===== src/hdl/tcpq_pkg.sv =====
// shared types and constants for the three-class packet ring queues
`timescale 1ns / 1ps
package tcpq_pkg;

   localparam int ID_W      = 16;
   localparam int SIZE_W    = 16;
   localparam int PRIO_W    = 3;
   localparam int ENTRY_W   = ID_W + SIZE_W + PRIO_W;
   localparam int TOTAL_W   = 22;
   localparam int CLASS_W   = 2;
   localparam int FUNC_W    = 2;

   localparam logic [CLASS_W-1:0] NUM_CLASSES = 2'd3;
   localparam logic [CLASS_W-1:0] CLASS_HIGH  = 2'd0;
   localparam logic [CLASS_W-1:0] CLASS_MED   = 2'd1;
   localparam logic [CLASS_W-1:0] CLASS_LOW   = 2'd2;

   typedef enum logic [FUNC_W-1:0] {
      FN_ENQ    = 2'd0,
      FN_DEQ    = 2'd1,
      FN_SEARCH = 2'd2
   } func_type;

   typedef enum logic [1:0] {
      STAT_OK    = 2'd0,
      STAT_FULL  = 2'd1,
      STAT_EMPTY = 2'd2
   } status_type;

   typedef enum logic [2:0] {
      S_IDLE,
      S_EXEC,
      S_DEQ,
      S_SCAN,
      S_FINISH
   } state_type;

   typedef struct packed {
      logic load_req;
      logic clear_res;
      logic set_full;
      logic set_empty;
      logic enq_commit;
      logic rd_issue;
      logic rd_next;
      logic idx_clear;
      logic idx_inc;
      logic deq_commit;
      logic set_found;
      logic out_load;
   } cmd_type;

   typedef struct packed {
      func_type op;
      logic     op_valid;
      logic     class_ok;
      logic     full;
      logic     empty;
      logic     match;
      logic     scan_last;
   } sts_type;

endpackage


===== src/hdl/tcpq_ram.sv =====
// generic single-write, single-read ram with registered read data
`timescale 1ns / 1ps
module tcpq_ram #(
   parameter int WIDTH = 35,
   parameter int DEPTH = 48
) (
   input  logic                     clock,
   input  logic                     wr_en,
   input  logic [$clog2(DEPTH)-1:0] wr_addr,
   input  logic [WIDTH-1:0]         wr_data,
   input  logic                     rd_en,
   input  logic [$clog2(DEPTH)-1:0] rd_addr,
   output logic [WIDTH-1:0]         rd_data
);

   logic [WIDTH-1:0] mem_ff [DEPTH];
   logic [WIDTH-1:0] rd_data_ff;

   always_ff @(posedge clock) begin
      if (wr_en) begin
         mem_ff[wr_addr] <= wr_data;
      end
      if (rd_en) begin
         rd_data_ff <= mem_ff[rd_addr];
      end
   end

   assign rd_data = rd_data_ff;

endmodule


===== src/hdl/tcpq_dp.sv =====
// datapath: request registers, queue pointers, entry memory, running total, result registers
`timescale 1ns / 1ps
module tcpq_dp #(
   parameter int QUEUE_DEPTH = 16
) (
   input  logic                                clock,
   input  logic                                reset,
   input  tcpq_pkg::cmd_type                   cmd,
   output tcpq_pkg::sts_type                   sts,
   input  logic [tcpq_pkg::FUNC_W-1:0]         req_func,
   input  logic [tcpq_pkg::CLASS_W-1:0]        req_queue_class,
   input  logic [tcpq_pkg::ID_W-1:0]           req_packet_id,
   input  logic [tcpq_pkg::SIZE_W-1:0]         req_packet_size,
   input  logic signed [tcpq_pkg::PRIO_W-1:0]  req_packet_priority,
   output logic [1:0]                          rsp_status,
   output logic [tcpq_pkg::ID_W-1:0]           rsp_out_id,
   output logic [tcpq_pkg::SIZE_W-1:0]         rsp_out_size,
   output logic signed [tcpq_pkg::PRIO_W-1:0]  rsp_out_priority,
   output logic                                rsp_found,
   output logic [tcpq_pkg::TOTAL_W-1:0]        rsp_occupied_total
);

   localparam int SW = (QUEUE_DEPTH > 1) ? $clog2(QUEUE_DEPTH) : 1;
   localparam int CW = $clog2(QUEUE_DEPTH + 1);
   localparam int PW = SW + 1;
   localparam int RAM_DEPTH = 3 * QUEUE_DEPTH;
   localparam int AW = $clog2(RAM_DEPTH);
   localparam int EW = tcpq_pkg::ENTRY_W;
   localparam int TW = tcpq_pkg::TOTAL_W;
   localparam logic [PW-1:0] DEPTH_P = PW'(QUEUE_DEPTH);
   localparam logic [CW-1:0] DEPTH_C = CW'(QUEUE_DEPTH);
   localparam logic [AW-1:0] BASE_MED = AW'(QUEUE_DEPTH);
   localparam logic [AW-1:0] BASE_LOW = AW'(2 * QUEUE_DEPTH);

   // request registers
   logic [tcpq_pkg::FUNC_W-1:0]  op_ff;
   logic [tcpq_pkg::CLASS_W-1:0] cls_ff;
   logic [tcpq_pkg::ID_W-1:0]    id_ff;
   logic [tcpq_pkg::SIZE_W-1:0]  size_ff;
   logic [tcpq_pkg::PRIO_W-1:0]  prio_ff;

   // queue state
   logic [SW-1:0] head_ff  [3];
   logic [SW-1:0] head_in  [3];
   logic [CW-1:0] count_ff [3];
   logic [CW-1:0] count_in [3];
   logic [TW-1:0] sum_ff;
   logic [TW-1:0] sum_in;
   logic [SW-1:0] idx_ff;
   logic [SW-1:0] idx_in;

   // result and output registers
   logic [1:0]                   res_status_ff;
   logic [tcpq_pkg::ID_W-1:0]    res_id_ff;
   logic [tcpq_pkg::SIZE_W-1:0]  res_size_ff;
   logic [tcpq_pkg::PRIO_W-1:0]  res_prio_ff;
   logic                         res_found_ff;
   logic [1:0]                   out_status_ff;
   logic [tcpq_pkg::ID_W-1:0]    out_id_ff;
   logic [tcpq_pkg::SIZE_W-1:0]  out_size_ff;
   logic [tcpq_pkg::PRIO_W-1:0]  out_prio_ff;
   logic                         out_found_ff;
   logic [TW-1:0]                out_total_ff;

   logic                          class_ok;
   logic [tcpq_pkg::CLASS_W-1:0]  qsel;
   logic [SW-1:0]                 cur_head;
   logic [CW-1:0]                 cur_count;
   logic [PW-1:0]                 tail_raw;
   logic [SW-1:0]                 tail_slot;
   logic [PW-1:0]                 rd_off;
   logic [PW-1:0]                 rd_raw;
   logic [SW-1:0]                 rd_slot;
   logic [PW-1:0]                 head_raw;
   logic [SW-1:0]                 head_next;
   logic [AW-1:0]                 base;
   logic [AW-1:0]                 wr_addr;
   logic [AW-1:0]                 rd_addr;
   logic [EW-1:0]                 wr_data;
   logic [EW-1:0]                 rd_data;
   logic [tcpq_pkg::ID_W-1:0]     rd_id;
   logic [tcpq_pkg::SIZE_W-1:0]   rd_size;
   logic [tcpq_pkg::PRIO_W-1:0]   rd_prio;

   assign class_ok  = cls_ff < tcpq_pkg::NUM_CLASSES;
   assign qsel      = class_ok ? cls_ff : tcpq_pkg::CLASS_HIGH;
   assign cur_head  = head_ff[qsel];
   assign cur_count = count_ff[qsel];

   assign tail_raw  = PW'(cur_head) + PW'(cur_count);
   assign tail_slot = (tail_raw >= DEPTH_P) ? SW'(tail_raw - DEPTH_P) : SW'(tail_raw);
   assign rd_off    = cmd.rd_next ? (PW'(idx_ff) + PW'(1)) : '0;
   assign rd_raw    = PW'(cur_head) + rd_off;
   assign rd_slot   = (rd_raw >= DEPTH_P) ? SW'(rd_raw - DEPTH_P) : SW'(rd_raw);
   assign head_raw  = PW'(cur_head) + PW'(1);
   assign head_next = (head_raw >= DEPTH_P) ? SW'(head_raw - DEPTH_P) : SW'(head_raw);

   always_comb begin
      unique case (qsel)
         tcpq_pkg::CLASS_MED: base = BASE_MED;
         tcpq_pkg::CLASS_LOW: base = BASE_LOW;
         default:             base = '0;
      endcase
   end

   assign wr_addr = base + AW'(tail_slot);
   assign rd_addr = base + AW'(rd_slot);
   assign wr_data = {id_ff, size_ff, prio_ff};

   tcpq_ram #(
      .WIDTH (EW),
      .DEPTH (RAM_DEPTH)
   ) u_ram (
      .clock   (clock),
      .wr_en   (cmd.enq_commit),
      .wr_addr (wr_addr),
      .wr_data (wr_data),
      .rd_en   (cmd.rd_issue),
      .rd_addr (rd_addr),
      .rd_data (rd_data)
   );

   assign rd_id   = rd_data[EW-1 -: tcpq_pkg::ID_W];
   assign rd_size = rd_data[tcpq_pkg::PRIO_W +: tcpq_pkg::SIZE_W];
   assign rd_prio = rd_data[tcpq_pkg::PRIO_W-1:0];

   assign sts.op        = tcpq_pkg::func_type'(op_ff);
   assign sts.op_valid  = (op_ff == tcpq_pkg::FN_ENQ) || (op_ff == tcpq_pkg::FN_DEQ) ||
                          (op_ff == tcpq_pkg::FN_SEARCH);
   assign sts.class_ok  = class_ok;
   assign sts.full      = cur_count == DEPTH_C;
   assign sts.empty     = cur_count == '0;
   assign sts.match     = rd_id == id_ff;
   assign sts.scan_last = (PW'(idx_ff) + PW'(1)) == PW'(cur_count);

   always_comb begin
      head_in  = head_ff;
      count_in = count_ff;
      sum_in   = sum_ff;
      idx_in   = idx_ff;
      if (cmd.enq_commit) begin
         count_in[qsel] = cur_count + CW'(1);
         sum_in         = sum_ff + TW'(size_ff);
      end
      if (cmd.deq_commit) begin
         head_in[qsel]  = head_next;
         count_in[qsel] = cur_count - CW'(1);
         sum_in         = sum_ff - TW'(rd_size);
      end
      if (cmd.idx_clear) begin
         idx_in = '0;
      end else if (cmd.idx_inc) begin
         idx_in = idx_ff + SW'(1);
      end
   end

   always_ff @(posedge clock) begin
      if (reset) begin
         for (int i = 0; i < 3; i++) begin
            head_ff[i]  <= '0;
            count_ff[i] <= '0;
         end
         sum_ff <= '0;
      end else begin
         head_ff  <= head_in;
         count_ff <= count_in;
         sum_ff   <= sum_in;
      end
   end

   always_ff @(posedge clock) begin
      idx_ff <= idx_in;
      if (cmd.load_req) begin
         op_ff   <= req_func;
         cls_ff  <= req_queue_class;
         id_ff   <= req_packet_id;
         size_ff <= req_packet_size;
         prio_ff <= req_packet_priority;
      end
      if (cmd.clear_res) begin
         res_id_ff    <= '0;
         res_size_ff  <= '0;
         res_prio_ff  <= '0;
         res_found_ff <= 1'b0;
         if (cmd.set_full) begin
            res_status_ff <= tcpq_pkg::STAT_FULL;
         end else if (cmd.set_empty) begin
            res_status_ff <= tcpq_pkg::STAT_EMPTY;
         end else begin
            res_status_ff <= tcpq_pkg::STAT_OK;
         end
      end
      if (cmd.deq_commit) begin
         res_id_ff   <= rd_id;
         res_size_ff <= rd_size;
         res_prio_ff <= rd_prio;
      end
      if (cmd.set_found) begin
         res_found_ff <= 1'b1;
      end
      if (cmd.out_load) begin
         out_status_ff <= res_status_ff;
         out_id_ff     <= res_id_ff;
         out_size_ff   <= res_size_ff;
         out_prio_ff   <= res_prio_ff;
         out_found_ff  <= res_found_ff;
         out_total_ff  <= sum_ff;
      end
   end

   assign rsp_status         = out_status_ff;
   assign rsp_out_id         = out_id_ff;
   assign rsp_out_size       = out_size_ff;
   assign rsp_out_priority   = out_prio_ff;
   assign rsp_found          = out_found_ff;
   assign rsp_occupied_total = out_total_ff;

endmodule


===== src/hdl/tcpq_ctrl.sv =====
// controller: request sequencing state machine and response valid
`timescale 1ns / 1ps
module tcpq_ctrl (
   input  logic              clock,
   input  logic              reset,
   input  logic              req_valid,
   output logic              req_ready,
   output logic              rsp_valid,
   input  logic              rsp_ready,
   input  tcpq_pkg::sts_type sts,
   output tcpq_pkg::cmd_type cmd
);

   tcpq_pkg::state_type state_ff;
   tcpq_pkg::state_type state_in;
   logic                rsp_valid_ff;
   logic                rsp_valid_in;

   always_ff @(posedge clock) begin
      if (reset) begin
         state_ff     <= tcpq_pkg::S_IDLE;
         rsp_valid_ff <= 1'b0;
      end else begin
         state_ff     <= state_in;
         rsp_valid_ff <= rsp_valid_in;
      end
   end

   always_comb begin
      state_in  = state_ff;
      cmd       = '0;
      req_ready = 1'b0;
      unique case (state_ff)
         tcpq_pkg::S_IDLE: begin
            req_ready = 1'b1;
            if (req_valid) begin
               cmd.load_req = 1'b1;
               state_in     = tcpq_pkg::S_EXEC;
            end
         end
         tcpq_pkg::S_EXEC: begin
            cmd.clear_res = 1'b1;
            state_in      = tcpq_pkg::S_FINISH;
            if (sts.class_ok && sts.op_valid) begin
               unique case (sts.op)
                  tcpq_pkg::FN_ENQ: begin
                     if (sts.full) begin
                        cmd.set_full = 1'b1;
                     end else begin
                        cmd.enq_commit = 1'b1;
                     end
                  end
                  tcpq_pkg::FN_DEQ: begin
                     if (sts.empty) begin
                        cmd.set_empty = 1'b1;
                     end else begin
                        cmd.rd_issue = 1'b1;
                        state_in     = tcpq_pkg::S_DEQ;
                     end
                  end
                  tcpq_pkg::FN_SEARCH: begin
                     if (!sts.empty) begin
                        cmd.rd_issue  = 1'b1;
                        cmd.idx_clear = 1'b1;
                        state_in      = tcpq_pkg::S_SCAN;
                     end
                  end
                  default: begin
                     state_in = tcpq_pkg::S_FINISH;
                  end
               endcase
            end
         end
         tcpq_pkg::S_DEQ: begin
            cmd.deq_commit = 1'b1;
            state_in       = tcpq_pkg::S_FINISH;
         end
         tcpq_pkg::S_SCAN: begin
            priority if (sts.match) begin
               cmd.set_found = 1'b1;
               state_in      = tcpq_pkg::S_FINISH;
            end else if (sts.scan_last) begin
               state_in = tcpq_pkg::S_FINISH;
            end else begin
               cmd.rd_issue = 1'b1;
               cmd.rd_next  = 1'b1;
               cmd.idx_inc  = 1'b1;
            end
         end
         tcpq_pkg::S_FINISH: begin
            if (!rsp_valid_ff || rsp_ready) begin
               cmd.out_load = 1'b1;
               state_in     = tcpq_pkg::S_IDLE;
            end
         end
         default: begin
            state_in = tcpq_pkg::S_IDLE;
         end
      endcase
   end

   always_comb begin
      rsp_valid_in = rsp_valid_ff;
      if (cmd.out_load) begin
         rsp_valid_in = 1'b1;
      end else if (rsp_ready) begin
         rsp_valid_in = 1'b0;
      end
   end

   assign rsp_valid = rsp_valid_ff;

endmodule


===== src/hdl/three_class_packet_ring_queues_core.sv =====
// top level: three priority-class packet ring queues with id search
//
// requests arrive on the req_ channel (valid/ready): func selects enqueue,
// dequeue or id search, queue_class selects the high, medium or low queue.
// every request yields exactly one response on the rsp_ channel carrying
// status, the dequeued packet, the search flag and the running size total.
// one request is in work at a time. enqueue and rejected requests pass through
// the exec and finish states before the response is loaded, dequeue through
// exec, deq and finish, and a search of a non-empty queue through exec, the
// scan state, which examines one entry at a time through the single read
// port of the entry memory, and finish. req_ready is high in idle, so the
// next request can be accepted in the cycle after the response is loaded.
// the response sits in an output register: a stalled receiver does not stop
// the next request from being accepted and worked on, but its response waits
// until the previous one is taken.
// reset empties all three queues and clears the total; no clearing pass runs
// over the entry memory, so the block accepts requests right after reset.
`timescale 1ns / 1ps
module three_class_packet_ring_queues_core #(
   parameter int QUEUE_DEPTH = 16
) (
   input  logic                                clock,
   input  logic                                reset,
   input  logic                                req_valid,
   output logic                                req_ready,
   input  logic [tcpq_pkg::FUNC_W-1:0]         req_func,
   input  logic [tcpq_pkg::CLASS_W-1:0]        req_queue_class,
   input  logic [tcpq_pkg::ID_W-1:0]           req_packet_id,
   input  logic [tcpq_pkg::SIZE_W-1:0]         req_packet_size,
   input  logic signed [tcpq_pkg::PRIO_W-1:0]  req_packet_priority,
   output logic                                rsp_valid,
   input  logic                                rsp_ready,
   output logic [1:0]                          rsp_status,
   output logic [tcpq_pkg::ID_W-1:0]           rsp_out_id,
   output logic [tcpq_pkg::SIZE_W-1:0]         rsp_out_size,
   output logic signed [tcpq_pkg::PRIO_W-1:0]  rsp_out_priority,
   output logic                                rsp_found,
   output logic [tcpq_pkg::TOTAL_W-1:0]        rsp_occupied_total
);

   tcpq_pkg::cmd_type cmd;
   tcpq_pkg::sts_type sts;

   tcpq_ctrl u_ctrl (
      .clock     (clock),
      .reset     (reset),
      .req_valid (req_valid),
      .req_ready (req_ready),
      .rsp_valid (rsp_valid),
      .rsp_ready (rsp_ready),
      .sts       (sts),
      .cmd       (cmd)
   );

   tcpq_dp #(
      .QUEUE_DEPTH (QUEUE_DEPTH)
   ) u_dp (
      .clock               (clock),
      .reset               (reset),
      .cmd                 (cmd),
      .sts                 (sts),
      .req_func            (req_func),
      .req_queue_class     (req_queue_class),
      .req_packet_id       (req_packet_id),
      .req_packet_size     (req_packet_size),
      .req_packet_priority (req_packet_priority),
      .rsp_status          (rsp_status),
      .rsp_out_id          (rsp_out_id),
      .rsp_out_size        (rsp_out_size),
      .rsp_out_priority    (rsp_out_priority),
      .rsp_found           (rsp_found),
      .rsp_occupied_total  (rsp_occupied_total)
   );

`ifndef SYNTH
   a_busy_after_accept : assert property (@(posedge clock) disable iff (reset)
      req_valid && req_ready |=> !req_ready)
      else $error("request accepted while previous one still in work");

   a_reject_no_packet : assert property (@(posedge clock) disable iff (reset)
      rsp_valid && (rsp_status != 2'(tcpq_pkg::STAT_OK)) |->
         (rsp_out_id == '0) && (rsp_out_size == '0) && !rsp_found)
      else $error("rejected request returned packet data");

   a_found_is_ok : assert property (@(posedge clock) disable iff (reset)
      rsp_valid && rsp_found |->
         (rsp_status == 2'(tcpq_pkg::STAT_OK)) && (rsp_out_size == '0))
      else $error("search hit with bad status or packet data");
`endif

endmodule


===== config.mk =====
export PLATFORM = sky130hd
export DESIGN_NAME = three_class_packet_ring_queues_core
export DESIGN_NICKNAME = d
export VERILOG_FILES = /design/src/hdl/tcpq_pkg.sv /design/src/hdl/tcpq_ram.sv /design/src/hdl/tcpq_dp.sv /design/src/hdl/tcpq_ctrl.sv /design/src/hdl/three_class_packet_ring_queues_core.sv
export SDC_FILE = /design/constraint.sdc
export NUM_CORES = 2
export LEC_CHECK = 0
export ABC_AREA = 1
export BUFFER_PORTS_ARGS = -buffer_cell sky130_fd_sc_hd__buf_2
export CELL_PAD_IN_SITES_DETAIL_PLACEMENT = 0
export CELL_PAD_IN_SITES_GLOBAL_PLACEMENT = 2
export CORE_UTILIZATION = 40
export DETAILED_ROUTE_END_ITERATION = 12
export GPL_TIMING_DRIVEN = 0
export HOLD_SLACK_MARGIN = 0.06
export PLACE_DENSITY = 0.87
export REMOVE_ABC_BUFFERS = 1
export SETUP_SLACK_MARGIN = 0.05
export SLEW_MARGIN = 20
export SYNTH_ARGS = -nofsm -noshare
export SYNTH_HDL_FRONTEND = slang
export SYNTH_SLANG_ARGS = --single-unit

===== constraint.sdc =====
create_clock -name clock -period 5.3 [get_ports clock]
set_clock_uncertainty 0.05 [all_clocks]
set_input_delay 1.06 -clock clock [delete_from_list [all_inputs] [get_ports clock]]
set_output_delay 1.06 -clock clock [all_outputs]
set_load 0.005 [all_outputs]

==> results.cfg <==
[critical_path]
worstSetupPathType = flop to flop
path_depth = 29
crit_end = u_dp.u_ram.rd_data[21]
cp-start-kind = flop
slowest_stage = fa_4
rrSetupSlack_ns = 0.15
crit_required_ns = 5.93
path_buf_inv = 13
reg2regPathDepth = 29
r2r_start = u_dp.cls_ff[0]
r2r-end = u_dp.u_ram.rd_data[21]
cp.arrival_ns = 5.78
slowest_delay_ns = 0.51
critPathTopFamily = buffers and inverters
crit_fanout = 15
critical_path.most_common_cell = buf_12
worstSetupStartpoint = u_dp.cls_ff[0]
endpoint_kind = flop

[routing]
via_count = 51868
avgViaCountPerCell = 5.82
remaining_drc_errors = 0
postRouteAntennaNets = 0
drt-total-wl_um = 237000
drt_iter0_drc = 6883
wl_per_cell_um = 26.6
drt_pass1_iterations = 6

[yosys]
ys_ff_latch = 1909
netlist_area_um2 = 76400
syn_inst = 6001
synth_seq_area_share_pct = 74.3
synth.area.mux_share_pct = 0
synth_most_common_cell = edfxtp_1
yosys.area.top_type = edfxtp_1
yosysTopAreaCellShare_pct = 72.8
synth_top_flop_cell = edfxtp_1
async_flop_share_pct = 0
ys_warn_count = 0
synth-xor-area-share_pct = 0.298
ys_types = 46
synth_top_family_by_area = compound AO/OA/AOI/OAI gates
postSynthAreaPerCell_um2 = 12.7
yosys.area_share.simple_pct = 9.98
synth-compound-area-share_pct = 11.9
netlist_top_cells_area = edfxtp_1 (73%), o21ai_0 (5.5%), nand2_1 (4.5%)
synth_common_cells = edfxtp_1 (1,851), nand2_1 (921), o21ai_0 (845)
synth_edf_count = 1851
synth_fa_ha_area_share_pct = 0.750

[cells_and_area]
final_net_count = 6333
fill_cells = 16066
regArea_um2 = 56700
syn_to_final_growth_pct = 19.9
layout-drive-gt1-share_pct = 12.9
multi_input_area_um2 = 18200

[clock_network]
clk_pin_slew_worst_paths_ns = 0.06
cts_buffer_depth = 3
tritoncts = done
cts_max_level = 4
cts-root-buf = clkbuf_16
numCtsBuffers = 184
clk_latency_ns = 0.84
clock-sinks = 1909

[floorplanning]
die_x_um = 439
dieArea_um2 = 193000
start_util_pct = 40.2
core_region_area_um2 = 190000
die_height_um = 439
io_pins = 105
row_count = 160

[status]
run_status = finished clean

[placed_design]
hpwl_um = 134000
port_buffers = 104
gp_congestion = 0.790

[sta]
fin_crit_ns = 5.15
fmax_ghz = 0.194
setup_viol_count_final = 0
drv_slew = 0
worst_pin_slew_ns = 1.10
hold_viol = 0
tns_ns = 0
rsz0062_at_grt = yes
timing.final.crit_share_pct = 97.1
whs_ns = 0.343
slew_headroom_pct = 26.3

[grt]
grt_use_met2_pct = 37.2
grt_pass1_vias = 48793
top_usage_layer = met2
grt_start_max_net_pins = 113
grtUsageMet1_pct = 31.8
grt_antenna_before_repair = 7
overflow = 0
grt_pass1_wl_um = 334000
met3_usage_pct = 4.75
grtUsageTotal_pct = 23.8

[flow_run]
cap_viol_max_count = 0

[pwr]
p_leak_nw = 31.5
ir_drop_mv = 0.286
finalPower_mw = 34.2
p_per_area_nw_per_um2 = 374

[worst_hold_path]
hp-class = input pin to flop
## what timing repair did
action / CTS / global route
cloned: 36 / 8
gates resized for setup: 88 / 40
hold buffers: 0 / 0
setup endpoints to repair: 1715 / 94
pin swaps: 16 / 10
setup buffers: 44 / 30
## how the worst min path moves through the flow
| stage | startpoint | end | slack [ns] | depth (start not counted) |
|---|---|---|---|---|
| after CTS | req_packet_id[4] | u_dp.id_ff[4] | 0.29 | 1 |
| final | req_packet_id[14] | u_dp.id_ff[14] | 0.34 | 1 |
| after detailed placement | u_dp.res_id_ff[12] | u_dp.rsp_out_id[12] | 0.36 | 0 |
| after floorplan | u_dp.res_id_ff[0] | u_dp.rsp_out_id[0] | 0.35 | 0 |
| after global routing | req_packet_id[14] | u_dp.id_ff[14] | 0.31 | 1 |
| after global placement | u_dp.res_prio_ff[2] | u_dp.rsp_out_priority[2] | 0.35 | 0 |
## where the power goes
part / total [mW] / leakage (nW) / internal, mW / switching (mW)
logic: 4.37 / 11.5 / 1.48 / 2.89
clock network: 12.7 / 2.78 / 7.00 / 5.70
registers: 17.1 / 17.2 / 17.0 / 0.177
total: 34.2 / 31.5 / 25.5 / 8.76
## flip-flops by register name (all words and copies together) (netlist names), 12 cells and up, named ones only
| signal | cells |
|---|---|
| u_dp.head_ff | 12 |
| u_dp.rsp_out_id | 16 |
| u_dp.sum_ff | 22 |
| u_dp.res_size_ff | 16 |
| u_dp.size_ff | 16 |
| u_dp.u_ram.rd_data | 35 |
| u_dp.id_ff | 16 |
| u_dp.res_id_ff | 16 |
| u_dp.rsp_occupied_total | 22 |
| u_dp.rsp_out_size | 16 |
| u_dp.u_ram.mem_ff | 1680 |
| u_dp.count_ff | 12 |
## stage by stage
stage          instance area [µm²]  std cells  utilization [%]  setup slack (ns)
6_report                     91600       8907             48.2             0.152
5_1_grt                      91600       8906             48.2           -0.0114
4_1_cts                      91000       8869             47.9           0.00520
3_5_place_dp                 83600       8454             44.0             -2.39
3_3_place_gp                 78500       8228             41.3           -129.86
2_1_floorplan                74900       5613                -            -48.32
## routing by layer
layer | vias to the layer above | wire, µm | part of all wire, %
met2 | 2741 | 108000 | 46
met4 | 0 | 11500 | 4.8
met1 | 25930 | 93200 | 39
li1 | 22661 | - | -
met5 | - | 0 | 0
met3 | 536 | 24000 | 10
## area by class of cell
type                       instances  area share [%]
sequential                      1909            62.0
clock buffer                     240            5.37
antenna                            1         0.00273
timing repair buffer             438            7.53
multi-input combinational       3536            19.9
timing repair inverter             6          0.0683
tap                             2511            3.43
clock inverter                    95           0.883
inverter                         171           0.827
## layout by cell type (no fill, tap or decap), types with 13 or more instances in the layout
| cell | instances |
|---|---|
| buf_16 | 71 |
| xnor2_1 | 13 |
| o21ai_1 | 14 |
| nand2_1 | 911 |
| edfxtp_1 | 1851 |
| clkbuf_16 | 194 |
| inv_1 | 158 |
| clkinv_2 | 27 |
| buf_6 | 13 |
| a31oi_1 | 15 |
| dfxtp_1 | 58 |
| a32o_1 | 141 |
| o22ai_1 | 210 |
| clkinv_1 | 39 |
| o221ai_1 | 71 |
| ha_1 | 38 |
| nand3_1 | 219 |
| o21ai_0 | 827 |
| nor2_4 | 54 |
| buf_12 | 99 |
| bufbuf_16 | 24 |
| nor2_1 | 672 |
| a21oi_1 | 223 |
| nand3_2 | 21 |
| buf_8 | 60 |
| clkbuf_1 | 50 |
| buf_2 | 104 |
| buf_4 | 61 |
## cell families (layout without fill, tap and decap cells)
group,count (synthesis),after routing
adders and majority gates,44,44
xor gates and xnor gates,26,26
and+or+nand+nor,1923,1926
AOI/OAI and AO/OA,1540,1540
other,0,1
DFF,1909,1909
buffers and inverters,559,950
(Power assumes the default switching activity.)
